$ cat src/rtl/core/brat_pkg.sv
`timescale 1ns / 1ps

package brat_pkg;

    localparam int VALUE_W      = 48;
    localparam int NUM_W        = 32;
    localparam int DEN_W        = 16;
    localparam int STEP_W       = 12;
    localparam int CFG_IDX_W    = 2;
    localparam int CFG_DATA_W   = 16;

    localparam int DEF_FRAC_BITS = 32;
    localparam int DEF_INT_BITS  = 16;

    localparam logic [DEN_W-1:0]  RST_MAX_DEN   = DEN_W'(10000);
    localparam logic [STEP_W-1:0] RST_MAX_STEPS = STEP_W'(1000);

    localparam logic [CFG_IDX_W-1:0] CFG_MAX_DEN   = CFG_IDX_W'(0);
    localparam logic [CFG_IDX_W-1:0] CFG_MAX_STEPS = CFG_IDX_W'(1);

    typedef struct packed {
        logic load;
        logic mul;
        logic err;
        logic mul2;
        logic cmp;
        logic fin;
    } t_dp_cmd;

    typedef struct packed {
        logic over;
    } t_dp_sts;

endpackage

$ cat src/rtl/core/brat_ctrl.sv
`timescale 1ns / 1ps

module brat_ctrl
    import brat_pkg::*;
(
    input  logic              i_clk,
    input  logic              i_rst_n,
    input  logic              i_in_valid,
    output logic              o_in_stall,
    output logic              o_out_valid,
    input  logic              i_out_stall,
    input  logic [STEP_W-1:0] i_max_steps,
    input  t_dp_sts           i_sts,
    output t_dp_cmd           o_cmd
);

    typedef enum logic [2:0] {
        S_IDLE,
        S_MUL,
        S_ERR,
        S_MUL2,
        S_FIN
    } t_state;

    t_state            r_state, n_state;
    logic [STEP_W-1:0] r_cnt, n_cnt;
    logic              r_pend, n_pend;
    logic              r_out_valid, n_out_valid;

    always_comb begin
        n_state     = r_state;
        n_cnt       = r_cnt;
        n_pend      = r_pend;
        n_out_valid = r_out_valid && i_out_stall;
        o_cmd       = '0;
        case (r_state)
            S_IDLE: begin
                if (i_in_valid) begin
                    o_cmd.load = 1'b1;
                    n_cnt      = '0;
                    n_pend     = 1'b0;
                    n_state    = S_MUL;
                end
            end
            S_MUL: begin
                // finish the previous step's compare while starting the next
                o_cmd.cmp = r_pend;
                n_pend    = 1'b0;
                if ((r_cnt == i_max_steps) || i_sts.over) begin
                    n_state = S_FIN;
                end else begin
                    o_cmd.mul = 1'b1;
                    n_state   = S_ERR;
                end
            end
            S_ERR: begin
                o_cmd.err = 1'b1;
                n_state   = S_MUL2;
            end
            S_MUL2: begin
                o_cmd.mul2 = 1'b1;
                n_cnt      = r_cnt + STEP_W'(1);
                n_pend     = 1'b1;
                n_state    = S_MUL;
            end
            S_FIN: begin
                // hold until the output register is free
                if (!r_out_valid || !i_out_stall) begin
                    o_cmd.fin   = 1'b1;
                    n_out_valid = 1'b1;
                    n_state     = S_IDLE;
                end
            end
            default: begin
                n_state = S_IDLE;
            end
        endcase
    end

    always_ff @(posedge i_clk) begin
        if (!i_rst_n) begin
            r_state     <= S_IDLE;
            r_cnt       <= '0;
            r_pend      <= 1'b0;
            r_out_valid <= 1'b0;
        end else begin
            r_state     <= n_state;
            r_cnt       <= n_cnt;
            r_pend      <= n_pend;
            r_out_valid <= n_out_valid;
        end
    end

    assign o_in_stall  = (r_state != S_IDLE);
    assign o_out_valid = r_out_valid;

endmodule

$ cat config.mk
export PLATFORM = sky130hd
export DESIGN_NAME = brat_ctrl
export DESIGN_NICKNAME = d
export VERILOG_FILES = /design/src/rtl/core/brat_pkg.sv /design/src/rtl/core/brat_ctrl.sv
export SDC_FILE = /design/constraint.sdc
export NUM_CORES = 1
export LEC_CHECK = 0
export ABC_CLOCK_PERIOD_IN_PS = 1400
export BUFFER_PORTS_ARGS = -buffer_cell sky130_fd_sc_hd__buf_4
export CELL_PAD_IN_SITES_DETAIL_PLACEMENT = 0
export CELL_PAD_IN_SITES_GLOBAL_PLACEMENT = 1
export CORE_ASPECT_RATIO = 0.5
export CORE_UTILIZATION = 34
export DETAILED_ROUTE_END_ITERATION = 10
export HOLD_SLACK_MARGIN = 0.05
export PLACE_DENSITY_LB_ADDON = 0.1
export RECOVER_POWER = 100
export SYNTH_ARGS = -nofsm -noshare
export SYNTH_HDL_FRONTEND = slang
export SYNTH_SLANG_ARGS = --single-unit
$ cat constraint.sdc
create_clock -name i_clk -period 1.4 [get_ports i_clk]
set_input_delay 0.07 -clock i_clk [delete_from_list [all_inputs] [get_ports i_clk]]
set_output_delay 0.07 -clock i_clk [all_outputs]
set_load 0.1 [all_outputs]
==> results by stage, run 1 <==
Outcome:
- The run finished, with violations left.
- The final reports fail on setup timing.

Clock tree:
- The number of H-tree branching levels is 1.
- The clock transition at the registers of the reported paths is 70 ps.
- The clock net sink count is 17.
- The clock tree root driver cell is sky130_fd_sc_hd__clkbuf_8.
- In this run the deepest clock path goes through 2 buffers.
- The clock network latency to the later pin of the worst-skew pair is 260 ps.
- The number of buffers added by the clock tree synthesis step is 3.
- The TritonCTS clock tree is yes.

Synth:
- Counting distinct cell types in the post-synthesis netlist gives 39.
- For this run, the number of Yosys warnings is 0.
- The synthesized design contains 0 enable-type register cells.
- In the post-synthesis netlist, the biggest area contributors are sky130_fd_sc_hd__dfxtp_1 32%, sky130_fd_sc_hd__xnor2_1 10%, sky130_fd_sc_hd__nand2_1 4.3%, sky130_fd_sc_hd__nand3_1 3.8%, sky130_fd_sc_hd__a21boi_0 3.6%.
- The gate count after technology mapping is 126.
- The area of the mapped netlist is 0.00105 mm2.
- Counting flops with an async set or reset pin after synthesis yields a share of 0%.
- The most used flip-flop cell after synthesis is sky130_fd_sc_hd__dfxtp_1.
- The biggest area contributor in the post-synthesis netlist is sky130_fd_sc_hd__dfxtp_1.
- Summing the sequential cell areas from Yosys gives 32.3% of the chip area.
- The proportion of netlist area held by the largest area contributor is 32.3%.
- After synthesis, the mean cell area works out to 8.36 um2.
- Counting every net in the synthesized netlist gives 144.
- Synthesis inferred 17 register bits.

Die:
- 25 I/O pins were placed.
- The height of the die is 41.4 um.
- The floorplan step set the die width to 80.7 um.
- In this run the core area contains 13 standard-cell rows.
- The standard cell core area is 0.00277 mm2.
- The initial core utilization is 38.1%.
- The die covers 0.00334 mm2.

Critical path:
- Traced cell by cell, the critical path runs through xnor2_2 > nand4_1 > o31ai_4 > nor3_4 > buf_12.
- Along the worst path, the maximum fanout reaches 2.
- Data on the critical path is required at its endpoint by 1330 ps.
- The arrival time of the worst setup path is 1530 ps.
- The largest delay contributor family on the critical path is compound AO/OA/AOI/OAI gates.
- STA classifies the critical path endpoint as an output pin.
- On the worst path, the slowest cell contributes a delay of 350 ps.
- The slowest stage of the critical path belongs to the cell sky130_fd_sc_hd__o31ai_4.
- The reg-to-reg startpoint is r_state[0].
- The endpoint identified for the worst register-to-register timing path is r_cnt[5].
- For the worst flop-to-flop path, the logic depth is 7.
- The reg-to-reg setup timing slack is -180 ps.
- The number of buffers and inverters on the critical path is 1.
- By startpoint and endpoint, the worst setup path is classified as reg -> out.
- STA classifies the critical path startpoint as a register.

Finish:
- The share of layout cells above drive strength 1 is 64.4%.
- The most common cell after layout, fill and taps aside is sky130_fd_sc_hd__buf_4.
- The layout overhead on the synthesized area is 93.3%.
- At the end of the flow, the number of nets in the layout was 207.
- The repair_antennas step left the layout with diodes totalling 0.
- For this run, the share of the core covered by cells in the final layout is 73.7%.
- Leaving out fill and tap cells, the most frequent cells in the layout are 45 x sky130_fd_sc_hd__buf_4, 10 x sky130_fd_sc_hd__dfxtp_2, 9 x sky130_fd_sc_hd__nand2_1, 9 x sky130_fd_sc_hd__buf_6, 8 x sky130_fd_sc_hd__buf_12.

Global routing:
- The combined global-route utilization of all metal layers is 19.4%.
- Entering global routing, the biggest net connects 21 pins.
- The number of global-route vias before repair was 925.
- The number of antenna violations at the first check in global routing came to 0.
- The remaining global-route overflow is 0.
- The global-route wire length before repair is 4660 um.

Placement:
- The setup slack after placement is -77.5 ps.
- Once detailed placement completed, the half-perimeter wirelength came to 2050 um.
- Port buffering added 24 buffers.
- The weighted congestion at the end of routability-driven global placement is 0.815.

Power and ir drop:
- Registers are responsible for 34.5% of the overall power.
- Net switching is 34.9% of the power.
- For this design the total switching power over the nets is 0.510 mW.
- The leakage power of the design is 0.827 nW.
- The power consumption is 1.46 mW.
- VDD sags by at most 738 uV.
- The power per cell area is 717 mW/mm2.
- The internal portion of the total power is 0.951 mW.
- The share of power burned in combinational logic is 39.4%.
- The clock network burns 26.1% of the power.

Route:
- The first detailed-routing pass took 4 iterations.
- The post-route antenna net violation count is 0.
- After detailed routing, the average wire length per cell comes to 15.2 um.
- After detailed routing, the number of remaining DRC violations is 0.
- The final wirelength is 3410 um.
- The first routing iteration left 46 violations.
- The overall via count from detail_route is 1,172.
- Using the TritonRoute via totals, the vias-per-cell ratio works out to 5.21.

STA:
- Clock skew on the completed layout was measured at 1.39 ps.
- The total setup violations reported at the end of the flow is 15.
- The worst path in the final design needs a cycle of 1600 ps, including I/O delays and setup.
- Measured against its own limit, the worst slew margin works out to 64.3%.
- The max-slew violation count is 0.
- The number of failing hold endpoints at the final stage was 0.
- The transition time at the pin with the least slew margin is 537 ps.
- In the post-route analysis, the smallest setup slack over all paths is -195 ps.
- The share of the clock period used by the worst path is 114%.
- For this run, the top clock speed supported by timing is 627 MHz.
- Adding up every negative setup slack in the final design gives -1410 ps.
- Hold is met by 93.9 ps.
- Setup repair after global routing could not meet its margin everywhere.

Hold path:
- The path type of the worst min-delay path is in -> reg.
- Counting instances, the worst hold path has a depth of 3.
- The worst hold endpoint is o_out_valid.
- The worst hold path begins at i_out_stall.

Job:
- The tool flagged a number of max-cap violations equal to 0.
[synth_stat cells, types with 2 or more instances]
cell type and count:
sky130_fd_sc_hd__a21boi_0 5, sky130_fd_sc_hd__a21oi_1 4, sky130_fd_sc_hd__a31oi_1 2, sky130_fd_sc_hd__and2_1 2, sky130_fd_sc_hd__buf_2 2, sky130_fd_sc_hd__buf_6 3, sky130_fd_sc_hd__clkbuf_1 2, sky130_fd_sc_hd__dfxtp_1 17
sky130_fd_sc_hd__inv_1 7, sky130_fd_sc_hd__nand2_1 12, sky130_fd_sc_hd__nand2b_1 2, sky130_fd_sc_hd__nand3_1 8, sky130_fd_sc_hd__nand3b_1 2, sky130_fd_sc_hd__nand4_1 5, sky130_fd_sc_hd__nor2_1 4, sky130_fd_sc_hd__nor3_1 2
sky130_fd_sc_hd__nor3b_1 2, sky130_fd_sc_hd__nor4_1 4, sky130_fd_sc_hd__o21ai_0 6, sky130_fd_sc_hd__o311ai_0 3, sky130_fd_sc_hd__or4_1 3, sky130_fd_sc_hd__xnor2_1 12
[area by class of cell]
type                    instances  area [um2]
inverters                       7        36.3
multi-input cells              95         903
flip-flops and latches         17         372
clock buffers                   4        45.0
fillers                       197         728
repair buffers                 65         634
well taps                      37        46.3
[routing by layer]
layer / routed length [um] / global-route usage (%) / vias up
met5: 0 / 0 / -
met4: 55 / 2.68 / 0
met3: 164 / 4.78 / 6
met2: 1560 / 31.4 / 29
met1: 1630 / 27.2 / 553
li1: - / - / 584
[what timing repair did]
action                     CTS  global route
setup endpoints to repair   15            16
pin swaps                   13            23
gates cloned                 0             1
resized for setup           49            46
buffers inserted             9            13
hold buffers                 0             0
[metrics by stage]
| step | cell area, um2 | cells |
|---|---|---|
| 2_1_floorplan | 1130 | 126 |
| 3_3_place_gp | 1440 | 199 |
| 3_5_place_dp | 1440 | 199 |
| 4_1_cts | 1740 | 212 |
| 5_1_grt | 2040 | 225 |
| 6_report | 2040 | 225 |
[power by group through the flow]
stage | sequential, mW | clock [mW] | combinational [mW]
6_report | 0.504 | 0.382 | 0.576
5_1_grt | 0.505 | 0.416 | 0.604
4_1_cts | 0.507 | 0.388 | 0.475
3_5_place_dp | 0.518 | 0 | 0.397
3_3_place_gp | 0.517 | 0 | 0.396
2_1_floorplan | 0.518 | 0 | 0.298
[worst register-to-register path: cells and delay by family (launching register included)]
| kind | cells | cell delay (ps) |
|---|---|---|
| AO/OA/AOI/OAI | 2 | 410 |
| flip-flops | 1 | 390 |
| buffers and inverters | 4 | 530 |
| AND/OR/NAND/NOR | 1 | 140 |
[registers in the layout, summed over array words and instances, names as in the netlist]
name / count
r_state: 3
o_out_valid: 1
r_cnt: 12
r_pend: 1
[how the worst max path moves through the flow]
stage	end	startpoint	slack, ps	depth (start not counted)
2_1_floorplan	o_cmd[5]	r_state[2]	-90	4
3_3_place_gp	r_cnt[2]	r_state[2]	-40	4
4_1_cts	o_cmd[4]	r_cnt[1]	-180	5
3_5_place_dp	r_cnt[11]	r_cnt[6]	-80	5
5_1_grt	o_cmd[4]	r_cnt[0]	-260	5
6_report	o_cmd[4]	r_cnt[10]	-200	5
[kinds of logic (layout without fill, tap and decap cells)]
family | Yosys count | after routing | share of synthesized area [%]
buffers and inverters | 15 | 76 | 8.08
flip-flops | 17 | 17 | 32.3
AND/OR/NAND/NOR | 54 | 55 | 31.2
multiplexers | 1 | 1 | 0.950
AO/OA/AOI/OAI | 25 | 25 | 15.4
XOR/XNOR | 13 | 13 | 10.8
adder cells (fa/ha/maj) | 1 | 1 | 1.19
Power figures use the tool's default switching activity.
==> inputs of run 2 (changes only) <==
- ABC_CLOCK_PERIOD_IN_PS: 1400 -> 1700
- CORE_UTILIZATION: 34 -> 38
- clock period: 1.4 -> 1.7 ns (I/O delays scaled with it)
==> run 2 against run 1 <==
Net effect: the flow now finishes without violations; highest routed layer unchanged; setup slack better by 250 ps; global-route usage is 1.1 points lower; critical path depth stayed put; utilization is 18 points lower; final cell count is 14% lower; die area is 10% lower; clock skew is 3.7 ps higher; wire length is 27% lower.
==> results by stage, run 2 (synthesis gave the netlist of run 1 again) <==
Power and ir drop:
- Cell internal power was estimated by the tool at 0.684 mW.
- The power consumption is 1.05 mW.
- The switching power total is 0.364 mW.
- Of the total power, the share spent switching nets is 34.7%.
- Combinational logic is responsible for 30.3% of the overall power.
- The portion of total power attributed to the clock network is 29.6%.
- Registers are responsible for 40.2% of the overall power.
- The worst-case IR drop observed on VDD is 433 uV.
- The leakage power of the design is 0.570 nW.
- The power per cell area is 725 mW/mm2.

Placement:
- The count of input and output buffers is 24.
- The cell count after placement is 186.
- After detailed placement, the total cell area comes to 0.00131 mm2.
- Prior to clock tree synthesis, the placed netlist has a worst setup slack of 148 ps.
- At the end of routability-driven placement, the weighted congestion stood at 0.789.
- The HPWL reported at the end of detailed placement is 1860 um.

Finish:
- The final standard cell utilization of the core is 55.2%.
- 0 antenna diodes ended up in the layout.
- The final standard cell count with taps included and fillers excluded is 193.
- The final standard cell area without fillers is 0.00145 mm2.
- The most common cell after layout, fill and taps aside is sky130_fd_sc_hd__buf_4.
- The net count reported at finish is 175.
- The largest registers in the layout are r_cnt: 12 flops, r_state: 3 flops.
- The share of layout cells above drive strength 1 is 37.8%.
- The flip-flop count of the largest register, all copies and words added is 12.
- In the layout the commonest cells are 29 x sky130_fd_sc_hd__buf_4, 12 x sky130_fd_sc_hd__nand2_1, 9 x sky130_fd_sc_hd__dfxtp_1.
- The top register by number of flip-flops is r_cnt.
- Compared with the post-synthesis result, the final layout area differs by 37.2%.

Die:
- The floorplan has 13 rows.
- Measured along the y axis, the die boundary spans 39.2 um.
- 25 I/O pins were placed.
- For this configuration, the core starts out at a cell density of 40.2%.
- The die area is 0.00300 mm2.
- The standard cell core area is 0.00262 mm2.
- The die span in x is 76.5 um.

Route:
- The detailed-route DRC error count is 0.
- The count of nets left with antenna violations once routing finished came out at 0.
- The first-pass iteration count of the detailed router is 4.
- The vias per cell is 5.21.
- The routed layout has 1,005 vias.
- The initial DRC count is 29.
- After detailed routing, the average wire length per cell comes to 12.9 um.
- The final layout contains routed wiring with a total length of 2500 um.

Critical path:
- Data on the critical path is required at its endpoint by 1620 ps.
- The number of buffers and inverters on the critical path is 1.
- The endpoint class of the critical path is an output pin.
- STA puts the critical path data arrival time at 1560 ps.
- STA classifies the critical path startpoint as a register.
- The peak fanout along the critical path is 5.
- The critical path goes through xnor2_2 > nand4_1 > o31ai_4 > nor3_2 > buf_6.
- The type of the worst setup path is reg -> out.
- The slowest library cell on the worst path is sky130_fd_sc_hd__dfxtp_2.
- The longest individual stage delay on the worst path is 400 ps.
- The largest delay contributor family on the critical path is flip-flops.

STA:
- The number of failing hold endpoints at the final stage is 0.
- The tightest hold path in the finished design has a slack of 108 ps.
- The worst path uses 96.9% of the clock period.
- The maximum clock frequency is 607 MHz.
- For the pin with the worst max-slew slack, the measured transition is 538 ps.
- Adding up every negative setup slack in the final design gives 0 ps.
- The total setup violations reported at the end of the flow is 0.
- The worst setup margin is 52.4 ps.
- The max-slew violation count is 0.
- Setup repair after global routing could not meet its margin everywhere.
- Measured against its own limit, the worst slew margin works out to 64.3%.
- Clock skew on the completed layout was measured at 5.10 ps.
- The final critical-path required period is 1650 ps.

Clock tree:
- After clock tree synthesis, the clock-pin slew on the worst setup and hold paths is 70 ps.
- The number of buffers added by the clock tree synthesis step is 3.
- The clock net sink count is 17.
- The clock network latency to the later pin of the worst-skew pair is 260 ps.
- The TritonCTS clock tree is yes.
- The number of buffers inserted by hold repair at cts is 0.
- The number of H-tree branching levels is 1.
- Counting along the longest clock path gives a buffer depth of 2.
- The clock tree root driver cell is sky130_fd_sc_hd__clkbuf_8.

Global routing:
- The maximum number of pins on one net before global-route repair is 21.
- Global routing finished with a remaining overflow of 0.
- The first global-routing pass estimated 3990 um of wire.
- The number of antenna violations at the first check in global routing is 0.
- The number of global-route vias before repair is 857.
- Global routing used 18.4% of the available tracks.

Outcome:
- The flow ran to the end, and the final reports show no timing, DRC or antenna violations.

Job:
- The tool flagged a number of max-cap violations equal to 0.

Hold path:
- The tightest min-delay check is of the in -> reg type.
==> run 2: final cells by class <==
cell class	instances	area (um2)
sequential	17	350
clock inverter	1	5.00
multi-input combinational	94	704
tap	37	46.3
fill	244	1170
clock buffer	3	41.3
inverter	7	30.0
timing repair buffer	34	268
==> run 2: layer usage <==
layer / vias to the layer above / part of all wire (%) / global-route usage [%]
met3: 5 / 5.5 / 6.35
met4: 0 / 0.88 / 5.77
li1: 515 / - / -
met2: 23 / 43 / 32.0
met1: 462 / 50 / 21.9
met5: - / 0 / 0
==> run 2: timing repair <==
item	in CTS	in global routing
endpoints found under the setup margin	2	4
pin swaps	2	4
gates resized for setup	8	10
buffers inserted	0	3
==> run 2: path summary, 6_finish.rpt <==
kind,from,end,slack (ps),depth (start not counted)
hold / removal,i_out_stall,o_out_valid,110,3
hold reg to reg,r_pend,r_pend,490,2
setup reg to reg,r_state[1],r_cnt[9],180,5
setup / recovery,r_cnt[0],o_cmd[4],50,5
==> run 2: power by group through the flow <==
stage                     logic, mW  registers (mW)  clock network (mW)
after floorplan               0.229           0.425                   0
after global placement        0.293           0.430                   0
after detailed placement      0.292           0.430                   0
after CTS                     0.298           0.421               0.321
after global routing          0.337           0.423               0.337
final                         0.317           0.421               0.310
==> run 2: tightest hold or removal path, delay by kind of cell <==
family / cells / cell delay (ps)
AOI/OAI and AO/OA: 1 / 60
buffers and inverters: 1 / 130
and+or+nand+nor: 1 / 50
